===== src/sv/hbtb_pkg.sv =====
// Shared types, constants and helpers for the heat budget token bucket.
// No dependencies; every other file of the block imports this package.
package hbtb_pkg;

    localparam int FRAC_BITS   = 16;
    localparam int AMT_SH      = FRAC_BITS - 8;
    localparam int TOL_LSB     = 66;
    localparam int DIVISOR     = 1000;
    localparam int REM_W       = 10;
    localparam int PROD_W      = 56;
    localparam int PP_W        = 40;
    localparam int DIV_W       = 48 + FRAC_BITS;
    localparam int DIV_BITS    = 8;
    localparam int DIV_CYC     = (DIV_W + DIV_BITS - 1) / DIV_BITS;
    localparam int DIV_PAD_W   = DIV_CYC * DIV_BITS;
    localparam int DIV_CNT_W   = (DIV_CYC > 1) ? $clog2(DIV_CYC) : 1;
    localparam int S_TDATA_W   = 112;
    localparam int S_TUSER_W   = 3;
    localparam int M_TDATA_W   = 40;

    typedef enum logic [2:0] {
        KIND_RAW     = 3'd0,
        KIND_RESERVE = 3'd1,
        KIND_CONSUME = 3'd2,
        KIND_QUERY   = 3'd3,
        KIND_RESET   = 3'd4
    } kind_t;

    typedef enum logic [2:0] {
        ST_IDLE,
        ST_CHECK,
        ST_MUL_LO,
        ST_MUL_HI,
        ST_DIV_LOAD,
        ST_DIV_RUN,
        ST_ADVANCE,
        ST_FINISH
    } state_t;

    typedef struct packed {
        logic capture;
        logic mul_lo;
        logic mul_hi;
        logic div_load;
        logic div_step;
        logic advance;
        logic finish;
        logic sel_req;
    } cmd_t;

    typedef struct packed {
        logic need_rec;
        logic need_req;
        logic div_last;
        logic out_free;
    } status_t;

    // Whole units to fixed point, saturated to 32 bits.
    function automatic logic [31:0] to_fixed(input logic [15:0] whole);
        logic [47:0] v;
        v = 48'(whole) << FRAC_BITS;
        return (v[47:32] != 16'd0) ? 32'hFFFF_FFFF : v[31:0];
    endfunction

endpackage


===== src/sv/hbtb_div.sv =====
// Iterative divide by the constant 1000, several quotient bits per cycle.
// Depends on hbtb_pkg.
module hbtb_div
    import hbtb_pkg::*;
(
    input  logic             aclk,
    input  logic             aresetn,
    input  logic             load,
    input  logic             step,
    input  logic [DIV_W-1:0] dividend,
    output logic [DIV_W-1:0] quotient,
    output logic             last
);

    logic [DIV_PAD_W-1:0] acc_reg, acc_next;
    logic [REM_W-1:0]     rem_reg, rem_next;
    logic [DIV_CNT_W-1:0] cnt_reg;

    always_comb begin
        logic [REM_W:0]       r;
        logic [DIV_PAD_W-1:0] a;
        logic                 ge;
        r = {1'b0, rem_reg};
        a = acc_reg;
        for (int i = 0; i < DIV_BITS; i++) begin
            r  = {r[REM_W-1:0], a[DIV_PAD_W-1]};
            ge = (r >= (REM_W+1)'(DIVISOR));
            a  = {a[DIV_PAD_W-2:0], ge};
            if (ge) begin
                r = r - (REM_W+1)'(DIVISOR);
            end
        end
        acc_next = a;
        rem_next = r[REM_W-1:0];
    end

    always_ff @(posedge aclk) begin
        if (!aresetn) begin
            cnt_reg <= '0;
        end else if (load) begin
            cnt_reg <= DIV_CNT_W'(DIV_CYC - 1);
        end else if (step && cnt_reg != '0) begin
            cnt_reg <= cnt_reg - DIV_CNT_W'(1);
        end
    end

    always_ff @(posedge aclk) begin
        if (load) begin
            acc_reg <= DIV_PAD_W'(dividend);
            rem_reg <= '0;
        end else if (step) begin
            acc_reg <= acc_next;
            rem_reg <= rem_next;
        end
    end

    assign quotient = acc_reg[DIV_W-1:0];
    assign last     = (cnt_reg == '0);

endmodule


===== src/sv/hbtb_datapath.sv =====
// Datapath: bucket state, item capture, shared multiplier, divide unit and
// result register. Depends on hbtb_pkg and hbtb_div.
module hbtb_datapath
    import hbtb_pkg::*;
(
    input  logic                 aclk,
    input  logic                 aresetn,
    input  cmd_t                 cmd,
    output status_t              status,
    input  logic [2:0]           in_kind,
    input  logic [31:0]          in_now_ms,
    input  logic [15:0]          in_reported_heat,
    input  logic [15:0]          in_cooling_rate,
    input  logic [15:0]          in_heat_limit,
    input  logic                 in_heat_fresh,
    input  logic [23:0]          in_amount,
    input  logic                 m_tready,
    output logic                 m_tvalid,
    output logic [M_TDATA_W-1:0] m_tdata
);

    logic [2:0]  kind_reg;
    logic [31:0] now_reg;
    logic [15:0] rest_reg;
    logic [15:0] rate_in_reg;
    logic [15:0] lim_reg;
    logic        fresh_reg;
    logic [23:0] amount_reg;
    logic [31:0] dt_reg;
    logic        gt_reg;

    logic [31:0] budget_reg, budget_next;
    logic [15:0] recovery_rate_reg, recovery_rate_next;
    logic [15:0] budget_cap_reg, budget_cap_next;
    logic [31:0] last_time_reg, last_time_next;
    logic        primed_reg, primed_next;
    logic        grant_next;

    logic [PP_W-1:0] pp_lo_reg, pp_hi_reg;
    logic            m_valid_reg;
    logic [31:0]     out_rest_reg;
    logic            out_grant_reg;
    logic            out_ready_reg;

    logic [32:0]       diff;
    logic [23:0]       mul_a;
    logic [15:0]       mul_b;
    logic [PP_W-1:0]   mul_p;
    logic [PROD_W-1:0] prod;
    logic [DIV_W-1:0]  dividend;
    logic [DIV_W-1:0]  quot;
    logic              div_last;
    logic [31:0]       cap_fix;
    logic [31:0]       rec_sat;
    logic [32:0]       rec_sum;
    logic              is_adv_kind;

    assign diff = {1'b0, in_now_ms} - {1'b0, last_time_reg};

    always_ff @(posedge aclk) begin
        if (cmd.capture) begin
            kind_reg    <= in_kind;
            now_reg     <= in_now_ms;
            rest_reg    <= in_reported_heat;
            rate_in_reg <= in_cooling_rate;
            lim_reg     <= in_heat_limit;
            fresh_reg   <= in_heat_fresh;
            amount_reg  <= in_amount;
            dt_reg      <= diff[31:0];
            gt_reg      <= !diff[32] && (diff[31:0] != 32'd0);
        end
    end

    assign mul_a = cmd.sel_req ? amount_reg : 24'(recovery_rate_reg);
    assign mul_b = cmd.mul_hi ? dt_reg[31:16] : dt_reg[15:0];
    assign mul_p = PP_W'(mul_a) * PP_W'(mul_b);

    always_ff @(posedge aclk) begin
        if (cmd.mul_lo) begin
            pp_lo_reg <= mul_p;
        end
        if (cmd.mul_hi) begin
            pp_hi_reg <= mul_p;
        end
    end

    assign prod     = PROD_W'(pp_lo_reg) + (PROD_W'(pp_hi_reg) << 16);
    assign dividend = cmd.sel_req ? (DIV_W'(prod) << AMT_SH)
                                  : (DIV_W'(prod[47:0]) << FRAC_BITS);

    hbtb_div u_div (
        .aclk     (aclk),
        .aresetn  (aresetn),
        .load     (cmd.div_load),
        .step     (cmd.div_step),
        .dividend (dividend),
        .quotient (quot),
        .last     (div_last)
    );

    assign cap_fix = to_fixed(budget_cap_reg);
    assign rec_sat = (quot > DIV_W'(cap_fix)) ? cap_fix : quot[31:0];
    assign rec_sum = {1'b0, budget_reg} + {1'b0, rec_sat};

    assign is_adv_kind = (kind_reg == KIND_RAW) || (kind_reg == KIND_RESERVE)
                      || (kind_reg == KIND_CONSUME) || (kind_reg == KIND_QUERY);

    assign status.need_rec = primed_reg && gt_reg && is_adv_kind;
    assign status.need_req = primed_reg && gt_reg && (kind_reg == KIND_CONSUME)
                          && (amount_reg != 24'd0);
    assign status.div_last = div_last;
    assign status.out_free = !m_valid_reg || m_tready;

    always_comb begin
        logic [15:0]      r_clamp;
        logic [31:0]      r_fix;
        logic [31:0]      lim_fix;
        logic [31:0]      b;
        logic [DIV_W-1:0] req;
        logic             deny;
        logic [31:0]      b_spent;
        r_clamp = (rest_reg > lim_reg) ? lim_reg : rest_reg;
        r_fix   = to_fixed(r_clamp);
        lim_fix = to_fixed(lim_reg);
        req     = (kind_reg == KIND_RESERVE) ? (DIV_W'(amount_reg) << AMT_SH) : quot;
        deny    = (DIV_W'(budget_reg) + DIV_W'(TOL_LSB)) < req;
        b_spent = (DIV_W'(budget_reg) >= req) ? (budget_reg - req[31:0]) : 32'd0;
        b       = budget_reg;

        budget_next        = budget_reg;
        recovery_rate_next = recovery_rate_reg;
        budget_cap_next    = budget_cap_reg;
        last_time_next     = last_time_reg;
        primed_next        = primed_reg;
        grant_next         = 1'b0;

        unique case (kind_reg)
            KIND_RAW: begin
                if (!primed_reg) begin
                    budget_next        = r_fix;
                    recovery_rate_next = rate_in_reg;
                    budget_cap_next    = lim_reg;
                    last_time_next     = now_reg;
                    primed_next        = 1'b1;
                end else begin
                    if (fresh_reg && b > r_fix) begin
                        b = r_fix;
                    end
                    if (b > lim_fix) begin
                        b = lim_fix;
                    end
                    budget_next        = b;
                    recovery_rate_next = rate_in_reg;
                    budget_cap_next    = lim_reg;
                end
            end
            KIND_RESERVE: begin
                if (!primed_reg) begin
                    last_time_next = now_reg;
                end
                if (amount_reg == 24'd0) begin
                    grant_next = 1'b1;
                end else if (!deny) begin
                    grant_next  = 1'b1;
                    budget_next = b_spent;
                end
            end
            KIND_CONSUME: begin
                if (!primed_reg) begin
                    grant_next = 1'b0;
                end else if (!gt_reg || amount_reg == 24'd0) begin
                    grant_next = (budget_reg != 32'd0);
                end else if (deny) begin
                    budget_next = 32'd0;
                end else begin
                    grant_next  = 1'b1;
                    budget_next = b_spent;
                end
            end
            KIND_QUERY: begin
                if (!primed_reg) begin
                    last_time_next = now_reg;
                end
            end
            KIND_RESET: begin
                budget_next        = r_fix;
                recovery_rate_next = rate_in_reg;
                budget_cap_next    = lim_reg;
                last_time_next     = now_reg;
                primed_next        = 1'b1;
            end
            default: begin
                grant_next = 1'b0;
            end
        endcase
    end

    always_ff @(posedge aclk) begin
        if (!aresetn) begin
            budget_reg        <= '0;
            recovery_rate_reg <= '0;
            budget_cap_reg    <= '0;
            last_time_reg     <= '0;
            primed_reg        <= 1'b0;
        end else if (cmd.advance) begin
            budget_reg    <= (rec_sum > {1'b0, cap_fix}) ? cap_fix : rec_sum[31:0];
            last_time_reg <= now_reg;
        end else if (cmd.finish) begin
            budget_reg        <= budget_next;
            recovery_rate_reg <= recovery_rate_next;
            budget_cap_reg    <= budget_cap_next;
            last_time_reg     <= last_time_next;
            primed_reg        <= primed_next;
        end
    end

    always_ff @(posedge aclk) begin
        if (!aresetn) begin
            m_valid_reg <= 1'b0;
        end else if (cmd.finish) begin
            m_valid_reg <= 1'b1;
        end else if (m_tready) begin
            m_valid_reg <= 1'b0;
        end
    end

    always_ff @(posedge aclk) begin
        if (cmd.finish) begin
            out_rest_reg  <= budget_next;
            out_grant_reg <= grant_next;
            out_ready_reg <= primed_next;
        end
    end

    assign m_tvalid = m_valid_reg;
    assign m_tdata  = {6'd0, out_ready_reg, out_grant_reg, out_rest_reg};

endmodule


===== src/sv/hbtb_ctrl.sv =====
// Controller: sequences capture, multiply, divide, advance and finish.
// Depends on hbtb_pkg.
module hbtb_ctrl
    import hbtb_pkg::*;
(
    input  logic    aclk,
    input  logic    aresetn,
    input  logic    s_tvalid,
    output logic    s_tready,
    input  status_t status,
    output cmd_t    cmd
);

    state_t state_reg, state_next;
    logic   sel_reg, sel_next;

    always_ff @(posedge aclk) begin
        if (!aresetn) begin
            state_reg <= ST_IDLE;
            sel_reg   <= 1'b0;
        end else begin
            state_reg <= state_next;
            sel_reg   <= sel_next;
        end
    end

    always_comb begin
        state_next  = state_reg;
        sel_next    = sel_reg;
        cmd         = '0;
        cmd.sel_req = sel_reg;
        s_tready    = 1'b0;

        unique case (state_reg)
            ST_IDLE: begin
                s_tready    = 1'b1;
                cmd.capture = s_tvalid;
                if (s_tvalid) begin
                    state_next = ST_CHECK;
                end
            end
            ST_CHECK: begin
                sel_next   = 1'b0;
                state_next = status.need_rec ? ST_MUL_LO : ST_FINISH;
            end
            ST_MUL_LO: begin
                cmd.mul_lo = 1'b1;
                state_next = ST_MUL_HI;
            end
            ST_MUL_HI: begin
                cmd.mul_hi = 1'b1;
                state_next = ST_DIV_LOAD;
            end
            ST_DIV_LOAD: begin
                cmd.div_load = 1'b1;
                state_next   = ST_DIV_RUN;
            end
            ST_DIV_RUN: begin
                cmd.div_step = 1'b1;
                if (status.div_last) begin
                    state_next = sel_reg ? ST_FINISH : ST_ADVANCE;
                end
            end
            ST_ADVANCE: begin
                cmd.advance = 1'b1;
                if (status.need_req) begin
                    sel_next   = 1'b1;
                    state_next = ST_MUL_LO;
                end else begin
                    state_next = ST_FINISH;
                end
            end
            ST_FINISH: begin
                if (status.out_free) begin
                    cmd.finish = 1'b1;
                    state_next = ST_IDLE;
                end
            end
            default: begin
                state_next = ST_IDLE;
            end
        endcase
    end

endmodule


===== src/sv/heat_budget_token_bucket_top.sv =====
// Top level of the heat budget token bucket: controller plus datapath.
// Depends on hbtb_pkg, hbtb_ctrl and hbtb_datapath.
//
// Usage:
//   Each input transaction is one event (raw update, reserve, consume,
//   query, reset) and yields exactly one result transaction carrying the
//   predicted remaining heat in Q16.16, the grant flag and the primed flag.
//   One event is in work at a time. With no recovery due an event goes from
//   accept through the check step to finish; when the budget is advanced over
//   elapsed time it also passes the multiply steps, divider load and run and
//   the advance step, and a consume that also computes the required heat
//   multiplies and divides once more. The divide-by-1000 unit gives 8 quotient
//   bits per cycle and the shared 24x16 multiplier is used twice per product.
//   The result register lets the next event be accepted while a result
//   waits; if the receiver stalls, the next event holds in its last step
//   until the result register frees up.
//   Synchronous reset clears the bucket to zero and unprimed, and empties
//   the result register; s_tready is high in the first cycle after reset.
module heat_budget_token_bucket_top
    import hbtb_pkg::*;
(
    input  logic                 aclk,
    input  logic                 aresetn,
    input  logic                 s_tvalid,
    output logic                 s_tready,
    // now_ms[31:0], reported_heat[47:32], cooling_rate[63:48],
    // heat_limit[79:64], heat_fresh[80], amount[104:81], zero[111:105]
    input  logic [S_TDATA_W-1:0] s_tdata,
    // kind[2:0]
    input  logic [S_TUSER_W-1:0] s_tuser,
    output logic                 m_tvalid,
    input  logic                 m_tready,
    // rest_heat[31:0], granted[32], ready_res[33], zero[39:34]
    output logic [M_TDATA_W-1:0] m_tdata
);

    cmd_t    cmd;
    status_t status;

    hbtb_ctrl u_ctrl (
        .aclk     (aclk),
        .aresetn  (aresetn),
        .s_tvalid (s_tvalid),
        .s_tready (s_tready),
        .status   (status),
        .cmd      (cmd)
    );

    hbtb_datapath u_dp (
        .aclk             (aclk),
        .aresetn          (aresetn),
        .cmd              (cmd),
        .status           (status),
        .in_kind          (s_tuser[2:0]),
        .in_now_ms        (s_tdata[31:0]),
        .in_reported_heat (s_tdata[47:32]),
        .in_cooling_rate  (s_tdata[63:48]),
        .in_heat_limit    (s_tdata[79:64]),
        .in_heat_fresh    (s_tdata[80]),
        .in_amount        (s_tdata[104:81]),
        .m_tready         (m_tready),
        .m_tvalid         (m_tvalid),
        .m_tdata          (m_tdata)
    );

endmodule


===== config.mk =====
export PLATFORM = sky130hd
export DESIGN_NAME = heat_budget_token_bucket_top
export DESIGN_NICKNAME = d
export VERILOG_FILES = /design/src/sv/hbtb_pkg.sv /design/src/sv/hbtb_div.sv /design/src/sv/hbtb_datapath.sv /design/src/sv/hbtb_ctrl.sv /design/src/sv/heat_budget_token_bucket_top.sv
export SDC_FILE = /design/constraint.sdc
export NUM_CORES = 2
export LEC_CHECK = 0
export ABC_AREA = 1
export BUFFER_PORTS_ARGS = -buffer_cell sky130_fd_sc_hd__buf_2
export CAP_MARGIN = 0
export CORE_MARGIN = 2
export CORE_UTILIZATION = 50
export DETAILED_ROUTE_END_ITERATION = 8
export HOLD_SLACK_MARGIN = 0.12
export PLACE_DENSITY = 0.69
export SYNTH_ARGS = -nofsm -noshare
export SYNTH_HDL_FRONTEND = slang
export SYNTH_SLANG_ARGS = --single-unit

===== constraint.sdc =====
create_clock -name aclk -period 12.99 [get_ports aclk]
set_input_delay 1.9485 -clock aclk [delete_from_list [all_inputs] [get_ports aclk]]
set_output_delay 1.9485 -clock aclk [all_outputs]
set_load 0.1 [all_outputs]

==> results.yml <==
yosys:
  synth_compound_area_frac: 0.131
  muxShareOfSynthArea: 0
  synth-xor-area-share: 0.0376
  synth_area_sq_mm: 0.0401
  ys_ff_latch: 434
  synthAdderAreaFrac: 0.265
  synth_ff_type: "edfxtp_1"
  ys_seq_area_frac: 0.297
  async_reset_ff_frac: 0
  ys_warn_count: 0
  synthCells: 4825
  synth_top_family_by_area: "adder cells"
  synth_cell_types: 65
  synth_edf_count: 319
  synth_simple_gate_area_frac: 0.176
  avgSynthCellArea_sq_um: 8.30
sta:
  finalSetupViolCount: 0
  max_freq_ghz: 0.0965
  setup_tns_ns: 0
  worstMarginPinSlew_ns: 1.22
  slew_headroom: 0.178
  min_period_ns: 10.36
  finalCritPeriodShare: 0.797
  rsz0062_at_grt: "no"
  drv_slew: 0
  final.setup_skew_ns: 0.0157
  hold_viol: 0
  hold_ws_ns: 0.457
pwr:
  ir_worst_vdd_uv: 117
  leakagePower_nw: 20.5
  p_per_area_mw_per_mm2: 143
setup_path:
  reg2reg_from: "u_ctrl.state_reg[1]"
  r2r-end: "u_dp.pp_lo_reg[39]"
  crit_top_cell: "nand2_1"
  required_ns: 13.33
  rrSetupSlack_ns: 2.63
  slowest_stage: "inv_1"
  critPathCaptureType: "register"
  crit_type: "reg2reg"
  crit_arrival_ns: 10.70
  crit_path_max_fanout: 21
  r2r_cells: 50
  slowest_delay_ns: 0.84
  startpoint_type: "register"
detailed_routing:
  routed_via_density: 5.63
  vias: 33815
  ant_nets: 0
  wirelength_um: 118000
  wire_per_inst_um: 19.6
  post-route-drc-count: 0
  dr.pass1.iters: 8
  drt_iter0_drc: 2967
clocking:
  h-tree-depth: 2
  cts_resized: 0
  worstSkewPairLatency_ns: 0.61
  cts_tree: "done"
  cts_inserted_buffers: 50
  cts.sinks: 434
  cts-root-buf: "clkbuf_16"
  cts_max_path_buffers: 3
  clkTransAtPathRegs_ns: 0.06
  postCtsHoldBufs: 0
  post_cts_buffers: 0
hold_path:
  hold_depth: 2
  hold_end: "u_dp.last_time_reg[19]"
  hp-start: "u_dp.last_time_reg[19]"
  hold_path_class: "reg2reg"
run_status:
  outcome: "finished, final reports clean"
grt:
  antenna_found_initial: 2
  overflow: 0
  grt_start_max_net_pins: 142
  grt.total_usage: 0.285
  grt_pass1_vias: 32841
  grt_pass1_wl_um: 182000
die:
  row_count: 103
  ios: 161
  initial_core_util: 0.506
  core-area_sq_mm: 0.0791
  die_w_um: 287
  dieHeight_um: 287
  die-area_sq_mm: 0.0824
placed_design:
  numPortBuffers: 147
  dp_hpwl_um: 91900
  gp_congestion: 1.00
finish:
  fin_nets: 5700
  largest_reg_flops: 64
  drive_above_1_share: 0.0813
  nFillCells: 7274
  register_area_sq_mm: 0.0119
  area.growth.synth_to_final_pct: 9.17
  multi_input_area_sq_mm: 0.0246
job:
  maxCapViolations: 0
## routing by layer
layer | share of wire | wire length, um | vias up | track usage
met5 | 0 | 0 | - | 0
met4 | 0.039 | 4640 | 0 | 0.106
li1 | - | - | 16075 | -
met3 | 0.083 | 9740 | 244 | 0.0474
met2 | 0.46 | 54300 | 1371 | 0.465
met1 | 0.42 | 48900 | 16125 | 0.382
## worst max path at each step
stage,cells past startpoint,slack (ns),end,startpoint
final,50,2.63,u_dp.pp_lo_reg[39],u_ctrl.state_reg[1]
after global routing,50,1.91,u_dp.pp_lo_reg[39],u_ctrl.state_reg[1]
after CTS,50,2.79,u_dp.pp_lo_reg[39],u_ctrl.state_reg[1]
after detailed placement,50,2.85,u_dp.pp_hi_reg[39],u_ctrl.state_reg[1]
after global placement,50,2.93,u_dp.pp_hi_reg[39],u_ctrl.state_reg[0]
after floorplan,2,0.69,u_dp.amount_reg[0],s_tvalid
## kinds of logic (layout without fill, tap and decap cells)
group / Yosys count / count (layout)
other: 1 / 7
xor gates and xnor gates: 172 / 172
DFF: 434 / 434
AOI/OAI and AO/OA: 933 / 933
buffers and inverters: 976 / 1106
adders and majority gates: 663 / 663
and+or+nand+nor: 1646 / 1646
## through the flow
step,instances,area (sq um),setup WS (ns),util,total power [mW]
global placement,5916,41900,2.93,0.530,4.62
CTS,6010,43700,2.79,0.553,6.22
global route,6010,43700,1.91,0.553,6.60
detailed placement,5916,41900,2.85,0.530,4.67
floorplan,4830,40100,0.693,-,3.92
finish,6011,43700,2.63,0.553,6.24
## worst max-delay path: cells and delay by family (launching register included)
kind / cells / cell delay (ns)
compound gates: 9 / 1.76
xor+xnor: 1 / 0.07
fa+ha+maj: 8 / 3.40
buf+inv: 8 / 1.58
flops: 1 / 0.37
simple gates: 24 / 2.83
## report_power, final
part	total, mW	internal [mW]	leakage [nW]	switching (mW)
clock	1.53	0.938	0.870	0.597
combinational	2.63	0.762	15.7	1.87
sequential	2.07	1.87	3.90	0.200
total	6.24	3.57	20.5	2.66
## Yosys cell counts (all sizes together) (37+ instances only)
library cell | n | area, sq um
edfxtp | 319 | 9580
a21oi | 338 | 1710
nor2 | 386 | 1540
inv | 810 | 3040
fa | 311 | 6230
ha | 352 | 4400
nand3 | 144 | 791
nand2 | 948 | 3720
nand4 | 57 | 357
o21ai | 378 | 1910
clkbuf | 136 | 510
dfxtp | 115 | 2300
xor2 | 126 | 1100
nor3 | 37 | 185
xnor2 | 46 | 403
## layout make-up
| class | instances | share of cell area |
|---|---|---|
| Clock inverter | 26 | 0.00890 |
| Timing Repair Buffer | 196 | 0.0255 |
| Sequential cell | 434 | 0.272 |
| Multi-Input combinational cell | 3420 | 0.562 |
| Inverter | 816 | 0.0701 |
| Tap cell | 1050 | 0.0300 |
| Antenna cell | 1 | 0.0000572 |
| Clock buffer | 68 | 0.0320 |
## cells in the final DEF (no fill, tap or decap), types with 11 or more instances in the layout
master,instances
o21bai_1,18
a211oi_1,15
nor3_1,35
buf_4,48
o221ai_1,23
nand2_2,23
inv_2,16
edfxtp_1,319
nand3_1,133
dfxtp_1,114
nand2_4,14
or2_2,23
xor2_1,126
nor2_1,364
a22oi_1,11
xnor2_1,46
clkbuf_16,51
o21ai_0,349
nor4_1,36
o21ai_1,21
a31oi_1,30
buf_2,147
a21oi_1,335
fa_1,311
inv_1,793
o211ai_1,35
nand2_1,911
nor2_2,13
clkbuf_1,11
ha_1,352
o22ai_1,30
nand4_1,57
No activity file was read; power rests on OpenSTA's default activity.
